<file path="src/sv/lsps_pkg.sv">
// package for the status led pattern sequencer
// types and codes shared by all modules, and the blink pattern table; no dependencies
`default_nettype none

package lsps_pkg;

  localparam int unsigned LedCount    = 3;
  localparam int unsigned PatternBits = 16;
  localparam int unsigned SeqCount    = 3;
  localparam int unsigned NumCodes    = 11;
  localparam int unsigned CodeW       = 4;
  localparam int unsigned CountW      = 5;
  localparam int unsigned CfgIdxW     = 1;
  localparam int unsigned CfgDataW    = 5;

  localparam logic [CodeW-1:0] CODE_INVALID = 4'd0;
  localparam logic [CodeW-1:0] CODE_AUTO    = 4'd1;
  localparam logic [CodeW-1:0] CODE_RUN     = 4'd3;
  localparam logic [CodeW-1:0] CODE_LAST    = 4'd10;

  localparam logic [CfgIdxW-1:0] CFG_LED_INVERT     = 1'd0;
  localparam logic [CfgIdxW-1:0] CFG_PRESENCE_TICKS = 1'd1;

  localparam logic [2:0]        LED_INVERT_RESET     = 3'd6;
  localparam logic [CountW-1:0] PRESENCE_TICKS_RESET = 5'd15;

  typedef enum logic [1:0] {
    FUNC_TICK  = 2'd0,
    FUNC_WINK  = 2'd1,
    FUNC_CHECK = 2'd2,
    FUNC_NOP   = 2'd3
  } func_e;

  typedef logic [SeqCount-1:0][PatternBits-1:0] pattern_set_t;

  typedef struct packed {
    logic [NumCodes-1:0] request_mask;
    logic [CodeW-1:0]    shown_code;
    logic [CodeW-1:0]    last_checked;
    logic [CodeW-1:0]    presence_latch;
    logic [CountW-1:0]   tick_count;
    pattern_set_t        shift_value;
    pattern_set_t        reload_value;
    logic                wake_pending;
    logic                parked;
    logic [2:0]          led_latch;
  } state_t;

  typedef struct packed {
    logic [2:0]        led_invert_mask;
    logic [CountW-1:0] presence_ticks;
  } cfg_t;

  typedef struct packed {
    logic [2:0]       led_levels;
    logic [CodeW-1:0] active_code;
    logic             present_ok;
  } result_t;

  localparam state_t STATE_RESET = '{
    request_mask:   '0,
    shown_code:     CODE_INVALID,
    last_checked:   CODE_INVALID,
    presence_latch: CODE_INVALID,
    tick_count:     '0,
    shift_value:    '0,
    reload_value:   '0,
    wake_pending:   1'b1,
    parked:         1'b0,
    led_latch:      '0
  };

  // per-code patterns, sequencer 0 in the low slot
  function automatic pattern_set_t pattern_of(input logic [CodeW-1:0] code);
    pattern_set_t p;
    p = '0;
    case (code)
      4'd0:    p[1] = 16'h0001;
      4'd1:    p[1] = 16'h0001;
      4'd2:    begin
        p[0] = 16'h000C;
        p[1] = 16'h000A;
        p[2] = 16'h0009;
      end
      4'd4:    p[1] = 16'h0801;
      4'd5:    p[1] = 16'h0805;
      4'd6:    p[1] = 16'h0855;
      4'd7:    p[1] = 16'h0955;
      4'd8:    p[1] = 16'h0003;
      4'd9:    p[0] = 16'h001E;
      4'd10:   p[0] = 16'h0006;
      default: p = '0;
    endcase
    return p;
  endfunction

endpackage

`default_nettype wire

</file>
<file path="src/sv/lsps_step.sv">
// next-state and result logic for one request (tick, wink or presence check)
// purely combinational; depends on lsps_pkg
`default_nettype none

module lsps_step
  import lsps_pkg::*;
(
  input  state_t           state_i,
  input  cfg_t             cfg_i,
  input  logic [1:0]       func_i,
  input  logic [CodeW-1:0] code_i,
  output state_t           state_o,
  output result_t          result_o
);

  func_e             func;
  logic [CodeW-1:0]  next_code;
  logic              changed;
  pattern_set_t      pat;
  pattern_set_t      shift_mid;
  pattern_set_t      reload_mid;
  logic [CountW-1:0] count_mid;
  logic [CountW-1:0] count_inc;
  logic [2:0]        leds;
  logic [PatternBits-1:0] shifted;
  logic [CodeW-1:0]  wink_code;
  logic              in_range;
  logic              ok;

  assign func = func_e'(func_i);

  // priority encode of pending requests, empty mask shows as invalid
  always_comb begin
    next_code = CODE_INVALID;
    for (int c = 0; c < NumCodes; c++) begin
      if (state_i.request_mask[c]) begin
        next_code = CodeW'(c);
      end
    end
  end

  assign changed   = next_code != state_i.shown_code;
  assign pat       = pattern_of(next_code);
  assign count_mid = changed ? '0 : state_i.tick_count;
  assign count_inc = count_mid + CountW'(1);

  always_comb begin
    for (int i = 0; i < SeqCount; i++) begin
      if (changed && (pat[i] != state_i.reload_value[i])) begin
        reload_mid[i] = pat[i];
        shift_mid[i]  = '0;
      end else begin
        reload_mid[i] = state_i.reload_value[i];
        shift_mid[i]  = state_i.shift_value[i];
      end
    end
  end

  always_comb begin
    leds = '0;
    for (int i = 0; i < LedCount; i++) begin
      leds[i] = shift_mid[i][0] ^ cfg_i.led_invert_mask[i];
    end
  end

  assign wink_code = (code_i == CODE_AUTO) ? state_i.last_checked : code_i;
  assign in_range  = code_i <= CODE_LAST;

  always_comb begin
    state_o = state_i;
    ok      = 1'b0;
    shifted = '0;
    case (func)
      FUNC_TICK: begin
        if (!state_i.parked) begin
          state_o.shown_code   = next_code;
          state_o.reload_value = reload_mid;
          state_o.led_latch    = leds;
          state_o.tick_count   = count_mid;
          if (count_mid < cfg_i.presence_ticks) begin
            state_o.tick_count = count_inc;
            if (count_inc == cfg_i.presence_ticks) begin
              state_o.presence_latch = next_code;
            end
          end
          for (int i = 0; i < SeqCount; i++) begin
            shifted = shift_mid[i] >> 1;
            if (shifted <= PatternBits'(1)) begin
              state_o.shift_value[i] = reload_mid[i];
            end else begin
              state_o.shift_value[i] = shifted;
            end
          end
          if (next_code == CODE_RUN) begin
            if (state_i.wake_pending) begin
              state_o.wake_pending = 1'b0;
            end else begin
              state_o.parked = 1'b1;
            end
          end
        end
      end
      FUNC_WINK: begin
        if (wink_code <= CODE_LAST) begin
          state_o.request_mask[wink_code] = 1'b1;
        end
        if (state_i.parked) begin
          state_o.parked = 1'b0;
        end else begin
          state_o.wake_pending = 1'b1;
        end
      end
      FUNC_CHECK: begin
        state_o.last_checked = code_i;
        if (state_i.presence_latch == code_i) begin
          ok                     = 1'b1;
          state_o.presence_latch = CODE_INVALID;
          if (in_range) begin
            state_o.request_mask[code_i] = 1'b0;
          end
        end
      end
      default: begin
        state_o = state_i;
      end
    endcase
  end

  assign result_o.led_levels  = state_o.led_latch;
  assign result_o.active_code = state_o.shown_code;
  assign result_o.present_ok  = ok;

endmodule

`default_nettype wire

</file>
<file path="config.mk">
export PLATFORM = sky130hd
export DESIGN_NAME = lsps_step
export DESIGN_NICKNAME = d
export VERILOG_FILES = /design/src/sv/lsps_pkg.sv /design/src/sv/lsps_step.sv
export SDC_FILE = /design/constraint.sdc
export NUM_CORES = 1
export LEC_CHECK = 0
export CAP_MARGIN = 20
export CELL_PAD_IN_SITES_DETAIL_PLACEMENT = 1
export CELL_PAD_IN_SITES_GLOBAL_PLACEMENT = 1
export CORE_AREA = 8 8 103 105
export DETAILED_ROUTE_END_ITERATION = 12
export DIE_AREA = 0 0 111 113
export DONT_BUFFER_PORTS = 1
export PLACE_DENSITY = 0.82
export SLEW_MARGIN = 25
export SYNTH_ARGS = -nofsm -noshare
export SYNTH_HDL_FRONTEND = slang
export SYNTH_SLANG_ARGS = --single-unit
</file>
<file path="constraint.sdc">
create_clock -name vclk -period 5.8
set_clock_uncertainty 0.15 [all_clocks]
set_input_delay 0.87 -clock vclk [all_inputs]
set_output_delay 0.87 -clock vclk [all_outputs]
set_load 0.01 [all_outputs]
</file>
==> summary.md, run 1 <==
| Metric | Value |
|---|---|
| Post-synth top cells | `nand2_1 (85), a21oi_1 (76), o21ai_0 (33)` |
| Core Rows | `35` |
| Pin slew with the least headroom to its limit | `1.04 ns` |
| Ports | `280` |
| Number of routed nets with antenna violations | `0` |
| WL final | `17.5 mm` |
| Postcts setup bufs | `0` |
| Final Core Density | `39.1%` |
| Vias per cell | `6.87` |
| Core Box Area | `8980 um^2` |
| Post-cts resize count | `0` |
| Final setup viols | `0` |
| Vias in the first global route | `4543` |
| Synth Instances | `572` |
| Largest net degree at the start of global routing | `102` |
| Leakage | `1.27 nW` |
| Worst vdd ir | `26.3 uV` |
| Part of the power in combinational logic | `100.0%` |
| Sw frac | `67.1%` |
| Mux cell area share after synthesis | `3.73%` |
| Sequential share of power | `0%` |
| Post-synth top area cell | `a21oi_1` |
| Synth Area in Adders | `3.26%` |
| Status | `finished clean` |
| Post-Synth Simple-Gate Area | `40.6%` |
| Seq cells | `0` |
| Initial Util | `38.5%` |
| Max Clock Freq | `192 MHz` |
| Pwr/cell area | `67.5 nW/um^2` |
| Max Transition Viols Final | `0` |
| Diode count | `0` |
| Hpwl dp | `14.4 mm` |
| Min-Delay Path Class | `input port to output pin` |
| Initial antenna violation count | `0` |
| Crit path arrival time | `4.18 ns` |
| Die height | `113 um` |
| Average cell area after synthesis | `6.04 um^2` |
| Final period util | `89.6%` |
| Worst Hold Launch | `state_i[83]` |
| RSZ-0062 raised after global routing | `false` |
| Largest family of logic cells by synthesized area | `simple AND/OR/NAND/NOR gates` |
| Clock buffer count | `0` |
| Nets | `694` |
| Area delta synth->final | `1.74%` |
| Share of cells above drive strength 1 | `9.81%` |
| DR vias | `4475` |
| Synth warn | `0` |
| Yosys top cell area share | `11.0%` |
| Netlist cell types | `70` |
| Post-Synth XOR/XNOR Area | `3.55%` |
| 1st-iter DRT viols | `348` |
| Hold Buf Count CTS | `0` |
| Power share of the clock group | `0%` |
| Drt pass-1 iters | `5` |
| Startpoint types | `input port` |
| CP endpoint | `state_o[107]` |
| Hold Fails Final Rpt | `0` |
| First-pass GRT wire length | `26.4 mm` |
| Sequential cell area | `0 um^2` |
| Critical path class | `input port to output pin` |
| Cell Area, Synth | `3450 um^2` |
| Setup_tns | `0 ns` |
| Port bufs | `0` |
| Min Tclk post-route | `5.20 ns` |
| Die X | `111 um` |
| Internal power | `0.0780 mW` |
| RD Place Congestion | `0.931` |
| Switch Pwr | `0.159 mW` |
| Most frequent cell after synthesis | `nand2_1` |
| CP Capture Type | `output pin` |
| Sequential share of the synthesized area | `0%` |
| Remaining DRCs | `0` |
| Critical Path Start | `state_i[120]` |
| Synthesized Nets | `724` |
| Compound-gate portion of the synthesized area | `39.7%` |
| Rel. slew slack | `30.1%` |
| Crit Path Max Fanout | `8` |
| Routed length per instance | `26.8 um` |
| Required @ worst endpoint | `4.78 ns` |
| Grt total ovfl | `0` |
| Die ar. | `12500 um^2` |
| Top cells by area, synth | `a21oi_1 (11%), nand2_1 (9.2%), o31ai_1 (6.7%), nor2b_1 (5.1%), o21ai_0 (4.8%)` |
| GRT Resource Usage Total | `24.8%` |
| Max cap viols | `0` |
-- metrics by stage --
| step | cells | hold WS [ns] | instance area, um^2 | total power, mW | setup WS, ns |
|---|---|---|---|---|---|
| floorplan | 572 | 1.68 | 3450 | 0.198 | 0.370 |
| global placement | 650 | 1.72 | 3480 | 0.228 | 0.798 |
| detailed placement | 650 | 1.72 | 3490 | 0.235 | 0.588 |
| CTS | 650 | 1.72 | 3490 | 0.236 | 0.585 |
| global route | 651 | 1.73 | 3510 | 0.258 | 0.308 |
| finish | 651 | 1.72 | 3510 | 0.237 | 0.602 |
-- layer usage --
metal  routed length (um)  GRT usage [%]  vias to the layer above  share of wire, %
met5                    0              0                        -                 0
met4                  461           6.31                        0               2.6
met3                 1950           8.41                       43                11
met2                 8490           42.9                      275                49
met1                 6560           28.4                     2106                38
li1                     -              -                     2051                 -
-- power groups by stage --
stage               combinational [mW]  sequential, mW  clock [mW]
floorplan                        0.198               0           0
global placement                 0.228               0           0
detailed placement               0.235               0           0
global route                     0.258               0           0
finish                           0.237               0           0
CTS                              0.236               0           0
-- kinds of logic (layout without fill, tap and decap cells) --
family / count (synthesis) / after routing
compound gates: 207 / 207
xor+xnor: 14 / 14
simple gates: 261 / 261
fa+ha+maj: 9 / 9
mux: 12 / 12
buf+inv: 69 / 37
-- area by class of cell --
type               instances  area, um^2
well taps                111         139
inverters                 23        86.3
multi-input cells        503        3170
fillers                 1210        5470
repair buffers            14         118
-- placed cells by master (no fill, tap or decap), types with 4 or more instances in the layout --
| cell type | n |
|---|---|
| nor4_1 | 16 |
| o21ai_1 | 7 |
| o311ai_1 | 5 |
| nor2_1 | 31 |
| a31oi_1 | 8 |
| nand2_1 | 84 |
| nand4_1 | 5 |
| inv_1 | 22 |
| a21oi_1 | 76 |
| ha_1 | 9 |
| o31ai_1 | 31 |
| xnor2_1 | 5 |
| xor2_1 | 9 |
| nand2b_1 | 6 |
| or4_1 | 4 |
| or3_1 | 12 |
| o211ai_1 | 5 |
| nor4_2 | 4 |
| nand3_1 | 19 |
| or2_2 | 4 |
| nor3_1 | 9 |
| nor2b_1 | 27 |
| o21ai_0 | 33 |
| buf_4 | 13 |
| and3_1 | 4 |
| mux2i_1 | 5 |
| and2_1 | 17 |
| o31ai_2 | 7 |
| mux2_2 | 4 |
-- worst min-delay path by stage --
stage / cells after the start / slack (ns) / endpoint
final: 2 / 1.72 / state_o[83]
after global routing: 2 / 1.73 / state_o[82]
after CTS: 2 / 1.72 / state_o[83]
after detailed placement: 2 / 1.72 / state_o[83]
after global placement: 2 / 1.72 / state_o[82]
after floorplan: 1 / 1.68 / state_o[104]
-- critical path: stages --
cell and delay [ns]:
nand2b_1 0.17, a211o_1 0.32, a311oi_1 0.36, nor4b_4 0.37
nand2_1 0.15, inv_2 0.08, ha_1 0.26, nand3_1 0.14
xnor2_1 0.17, nand2b_1 0.15, a211o_1 0.33, a221oi_4 0.39
nand2_1 0.11, a32o_1 0.32
(Power assumes the default switching activity.)
==> run 2, diff against run 1 <==
--- a/config.mk
+++ b/config.mk
@@ -12,6 +12,7 @@
 export DETAILED_ROUTE_END_ITERATION = 12
 export DIE_AREA = 0 0 111 113
 export DONT_BUFFER_PORTS = 1
+export GPL_TIMING_DRIVEN = 0
 export PLACE_DENSITY = 0.82
 export SLEW_MARGIN = 25
 export SYNTH_ARGS = -nofsm -noshare
==> summary.md, run 2 (synthesized netlist as in run 1, its figures left out) <==
| Metric | Value |
|---|---|
| RD Place Congestion | `0.920 (was 0.931)` |
| Vias per cell | `6.87 (about the same)` |
| Critical Path Max Stage Delay | `0.41 ns (was 0.39 ns)` |
| Die height | `113 um (unchanged)` |
| GRT Resource Usage Total | `27.1% (was 24.8%)` |
| Status | `finished clean (unchanged)` |
| Sequential cell area | `0 um^2 (unchanged)` |
| Clock buffer count | `0 (unchanged)` |
| Ports | `280 (unchanged)` |
| Tot Pwr | `0.260 mW (was 0.237 mW)` |
| 1st-iter DRT viols | `344 (was 348)` |
| Nets | `736 (was 694)` |
| Worst vdd ir | `22.9 uV (was 26.3 uV)` |
| Sw frac | `67.0% (was 67.1%)` |
| Internal power | `0.0858 mW (was 0.0780 mW)` |
| Crit path cell chain | `buf_2 > or3_4 > nor4_4 > a211oi_2 > nor4b_4 > buf_6 > clkbuf_4 > and2_1 > ha_1 > nor2b_1 > o21ai_0 > a21oi_1 > a211oi_4 > nand2_1 > a221oi_4 > buf_4 > or2_1 > a32o_1 (was nand2b_1 > a211o_1 > a311oi_1 > nor4b_4 > nand2_1 > inv_2 > ha_1 > nand3_1 > xnor2_1 > nand2b_1 > a211o_1 > a221oi_4 > nand2_1 > a32o_1)` |
| Diode count | `0 (unchanged)` |
| Port bufs | `0 (unchanged)` |
| Hold Fails Final Rpt | `0 (unchanged)` |
| Largest net degree at the start of global routing | `11 (was 102)` |
| Initial Util | `38.5% (unchanged)` |
| Core Rows | `35 (unchanged)` |
| Pwr/cell area | `70.0 nW/um^2 (was 67.5 nW/um^2)` |
| Grt total ovfl | `0 (unchanged)` |
| Drt pass-1 iters | `5 (unchanged)` |
| Critical path class | `input port to output pin (unchanged)` |
| Min Tclk post-route | `5.57 ns (was 5.20 ns)` |
| Seq cells | `0 (unchanged)` |
| Pin slew with the least headroom to its limit | `0.794 ns (was 1.04 ns)` |
| Part of the power in combinational logic | `100.0% (about the same)` |
| Share of cells above drive strength 1 | `11.5% (was 9.81%)` |
| Area delta synth->final | `7.50% (was 1.74%)` |
| Final period util | `96.0% (was 89.6%)` |
| Hold depth | `1 (was 2)` |
| Initial antenna violation count | `0 (unchanged)` |
| Max cap viols | `0 (unchanged)` |
| Commonest non-fill, non-tap cell in the layout | `nand2_1 (unchanged)` |
| Critical Path Start | `state_i[126] (was state_i[120])` |
| Hold Buf Count CTS | `0 (unchanged)` |
| First-pass GRT wire length | `28.7 mm (was 26.4 mm)` |
| CP max stage cell | `or3_4 (was a221oi_4)` |
| Most frequent cells in the layout | `nand2_1 (85), a21oi_1 (76), o21ai_0 (33) (was nand2_1 (84), a21oi_1 (76), o21ai_0 (33))` |
| Area of the multi-input gates | `3180 um^2 (was 3170 um^2)` |
| Vias in the first global route | `5027 (was 4543)` |
| WL final | `18.8 mm (was 17.5 mm)` |
| FILL cells | `1257 (was 1210)` |
| Remaining DRCs | `0 (unchanged)` |
| CP Capture Type | `output pin (unchanged)` |
| Max Clock Freq | `180 MHz (was 192 MHz)` |
| Die X | `111 um (unchanged)` |
| Number of routed nets with antenna violations | `0 (unchanged)` |
| Leakage | `1.35 nW (was 1.27 nW)` |
| Crit Path Max Fanout | `10 (was 8)` |
| Max Transition Viols Final | `0 (unchanged)` |
| Routed length per instance | `27.1 um (was 26.8 um)` |
| Rel. slew slack | `46.6% (was 30.1%)` |
| Crit path arrival time | `4.55 ns (was 4.18 ns)` |
| Min-Delay Path Class | `input port to output pin (unchanged)` |
| Worst Hold Launch | `state_i[105] (was state_i[83])` |
| Core Box Area | `8980 um^2 (unchanged)` |
| Required @ worst endpoint | `4.78 ns (about the same)` |
| Final setup viols | `0 (unchanged)` |
| Die ar. | `12500 um^2 (unchanged)` |
| Startpoint types | `input port (unchanged)` |
| Sequential share of power | `0% (about the same)` |
| Final Core Density | `41.3% (was 39.1%)` |
| Power share of the clock group | `0% (about the same)` |
| Hpwl dp | `15.9 mm (was 14.4 mm)` |
| Switch Pwr | `0.174 mW (was 0.159 mW)` |
| DR vias | `4761 (was 4475)` |
[run 2: worst paths after layout]
check | end | slack, ns
setup / recovery | state_o[107] | 0.23
hold / removal | state_o[105] | 1.69
[run 2: power by group through the flow]
| stage | registers (mW) | logic (mW) | clock network [mW] |
|---|---|---|---|
| after floorplan | 0 | 0.198 | 0 |
| after global placement | 0 | 0.247 | 0 |
| after detailed placement | 0 | 0.254 | 0 |
| after CTS | 0 | 0.256 | 0 |
| after global routing | 0 | 0.281 | 0 |
| final | 0 | 0.260 | 0 |
[run 2: area by class of cell]
cell class	count	area share (%)
multi-input combinational	503	85.7
buffer	46	6.24
tap	111	3.74
inverter	23	2.33
timing repair buffer	10	2.02
[run 2: critical path, delay by kind of cell]
kind                     cells  cell delay, ns
adder cells (fa/ha/maj)      1            0.23
AND/OR/NAND/NOR              7            1.48
AO/OA/AOI/OAI                6            1.27
buffers and inverters        4            0.69
[run 2: repair_timing]
item	4_1_cts	5_1_grt
setup buffers	2	8
resized for setup	3	5
setup endpoints to repair	9	6
pin swaps	0	3
[run 2: metal layers]
layer | up-vias | wire (um) | GRT usage (%)
met5 | - | 0 | 0
met3 | 46 | 1910 | 7.09
met1 | 2278 | 6830 | 30.0
li1 | 2130 | - | -
met4 | 0 | 505 | 6.13
met2 | 307 | 9560 | 50.4
[run 2: metrics by stage]
stage | TNS [ns] | cells | hold slack [ns] | setup WS (ns) | cell area (um^2)
floorplan | 0 | 572 | 1.68 | 0.370 | 3450
global placement | -1.38 | 683 | 1.70 | -0.348 | 3590
detailed placement | -3.16 | 683 | 1.70 | -0.576 | 3600
CTS | 0 | 685 | 1.69 | 0.0158 | 3630
global route | -0.0507 | 693 | 1.70 | -0.0174 | 3710
finish | 0 | 693 | 1.69 | 0.229 | 3710
==> run 3, diff against run 2 <==
--- a/config.mk
+++ b/config.mk
@@ -13,7 +13,8 @@
 export DIE_AREA = 0 0 111 113
 export DONT_BUFFER_PORTS = 1
 export GPL_TIMING_DRIVEN = 0
-export PLACE_DENSITY = 0.82
+export PLACE_DENSITY_LB_ADDON = 0.1
+export SETUP_SLACK_MARGIN = 0.2
 export SLEW_MARGIN = 25
 export SYNTH_ARGS = -nofsm -noshare
 export SYNTH_HDL_FRONTEND = slang
==> summary.md, run 3 (synthesized netlist as in run 1, its figures left out) <==
| Metric | Value |
|---|---|
| Status | `finished clean (unchanged)` |
| Routed length on met3 | `1.94 mm (was 1.91 mm)` |
| FILL cells | `1238 (was 1257)` |
| Crit Path Max Fanout | `10 (unchanged)` |
| Core Box Area | `8980 um^2 (unchanged)` |
| Post-route cell area | `3700 um^2 (was 3710 um^2)` |
| Startpoint types | `input port (unchanged)` |
| Final period util | `93.9% (was 96.0%)` |
| Die X | `111 um (unchanged)` |
| Sequential cell area | `0 um^2 (unchanged)` |
| Pin slew with the least headroom to its limit | `0.795 ns (was 0.794 ns)` |
| Critical path class | `input port to output pin (unchanged)` |
| Seq cells | `0 (unchanged)` |
| Rel. slew slack | `46.5% (was 46.6%)` |
| Share of cells above drive strength 1 | `11.4% (was 11.5%)` |
| Initial Util | `38.5% (unchanged)` |
| First-pass GRT wire length | `27.9 mm (was 28.7 mm)` |
| Clock buffer count | `0 (unchanged)` |
| Hpwl dp | `15.5 mm (was 15.9 mm)` |
| Met1 Wirelength | `6.92 mm (was 6.83 mm)` |
| Min Tclk post-route | `5.44 ns (was 5.57 ns)` |
| Max Clock Freq | `184 MHz (was 180 MHz)` |
| Required @ worst endpoint | `4.78 ns (about the same)` |
| Top sig layer | `met4 (unchanged)` |
| Crit path arrival time | `4.42 ns (was 4.55 ns)` |
| Routed length per instance | `26.9 um (was 27.1 um)` |
| Tot Pwr | `0.260 mW (about the same)` |
| Drt pass-1 iters | `5 (unchanged)` |
| Most frequent cells in the layout | `nand2_1 (84), a21oi_1 (76), o21ai_0 (33) (was nand2_1 (85), a21oi_1 (76), o21ai_0 (33))` |
| Largest net degree at the start of global routing | `11 (unchanged)` |
| Die ar. | `12500 um^2 (unchanged)` |
| Critical Path Start | `state_i[126] (unchanged)` |
| Max cap viols | `0 (unchanged)` |
| Final Core Density | `41.3% (about the same)` |
| Area delta synth->final | `7.29% (was 7.50%)` |
| Hold Fails Final Rpt | `0 (unchanged)` |
| Pwr/cell area | `70.1 nW/um^2 (was 70.0 nW/um^2)` |
| Final setup viols | `0 (unchanged)` |
| Number of routed nets with antenna violations | `0 (unchanged)` |
| Commonest non-fill, non-tap cell in the layout | `nand2_1 (unchanged)` |
| CP Capture Type | `output pin (unchanged)` |
| Vias per cell | `6.61 (was 6.87)` |
| GRT Resource Usage Total | `26.6% (was 27.1%)` |
| Port bufs | `0 (unchanged)` |
| RSZ-0062 raised after global routing | `true` |
| Pre-CTS setup slack | `-0.526 ns (was -0.576 ns)` |
| Die height | `113 um (unchanged)` |
| Hold slack final | `1.71 ns (was 1.69 ns)` |
| Remaining DRCs | `0 (unchanged)` |
| RD Place Congestion | `0.907 (was 0.920)` |
| Placed Area | `3600 um^2 (unchanged)` |
| Diode count | `0 (unchanged)` |
| Initial antenna violation count | `0 (unchanged)` |
| WL final | `18.5 mm (was 18.8 mm)` |
| DR vias | `4553 (was 4761)` |
| Final setup margin | `0.356 ns (was 0.229 ns)` |
| Nets | `732 (was 736)` |
| Min-Delay Path Class | `input port to output pin (unchanged)` |
| Max Transition Viols Final | `0 (unchanged)` |
| Hold Buf Count CTS | `0 (unchanged)` |
| Ports | `280 (unchanged)` |
| Core Rows | `35 (unchanged)` |
| 1st-iter DRT viols | `274 (was 344)` |
| Worst vdd ir | `22.6 uV (was 22.9 uV)` |
| Grt total ovfl | `0 (unchanged)` |
| CP endpoint | `state_o[107] (unchanged)` |
| Routed met2 length | `9.34 mm (was 9.56 mm)` |
| Leakage | `1.33 nW (was 1.35 nW)` |
| Vias in the first global route | `4727 (was 5027)` |
run 3: worst min-delay path by stage:
stage	from	slack, ns	cells after the start	to
final	state_i[104]	1.71	1	state_o[104]
after global routing	state_i[105]	1.71	1	state_o[105]
after CTS	state_i[104]	1.71	1	state_o[104]
after detailed placement	state_i[105]	1.71	1	state_o[105]
after global placement	state_i[104]	1.71	1	state_o[104]
after floorplan	state_i[104]	1.68	1	state_o[104]
run 3: power by group:
part / leakage, nW / internal [mW] / total (mW) / switching, mW
Sequential: 0 / 0 / 0 / 0
Combinational: 1.33 / 0.0855 / 0.260 / 0.174
Clock: 0 / 0 / 0 / 0
Total: 1.33 / 0.0855 / 0.260 / 0.174
run 3: per-layer routing:
metal / GRT usage [%] / vias up
li1: - / 2130
met1: 28.8 / 2181
met2: 48.8 / 220
met3: 9.68 / 22
met4: 4.95 / 0
met5: 0 / -
run 3: area by class of cell:
cell class | instances | area, um^2 | share of cell area (%)
Inverter | 23 | 86.3 | 2.33
Multi-Input combinational cell | 503 | 3200 | 86.5
Tap cell | 111 | 139 | 3.75
Timing Repair Buffer | 6 | 45.0 | 1.22
Buffer | 46 | 231 | 6.25
run 3: repair_timing:
| action | 4_1_cts | 5_1_grt |
|---|---|---|
| setup buffers | 5 | 1 |
| pin swaps | 1 | 4 |
| setup endpoints to repair | 9 | 6 |
| hold endpoints to repair | 0 | 0 |
| gates resized for setup | 5 | 7 |
run 3: critical path, stage by stage:
cell and delay [ns]:
buf_2 0.18, or3_4 0.40, nor4_4 0.25, a211oi_2 0.10, nor4b_4 0.32, buf_6 0.15
clkbuf_4 0.19, nand2_1 0.10, inv_2 0.10, ha_4 0.17, nand3_1 0.11, xnor2_1 0.22
nand2b_1 0.16, a211o_1 0.33, a221oi_4 0.35, nand2_1 0.10, a32o_1 0.32
run 3: stage by stage:
step | TNS [ns] | std cells
final | 0 | 689
after global routing | 0 | 689
after CTS | 0 | 688
after detailed placement | -2.67 | 683
after global placement | -2.01 | 683
after floorplan | 0 | 572
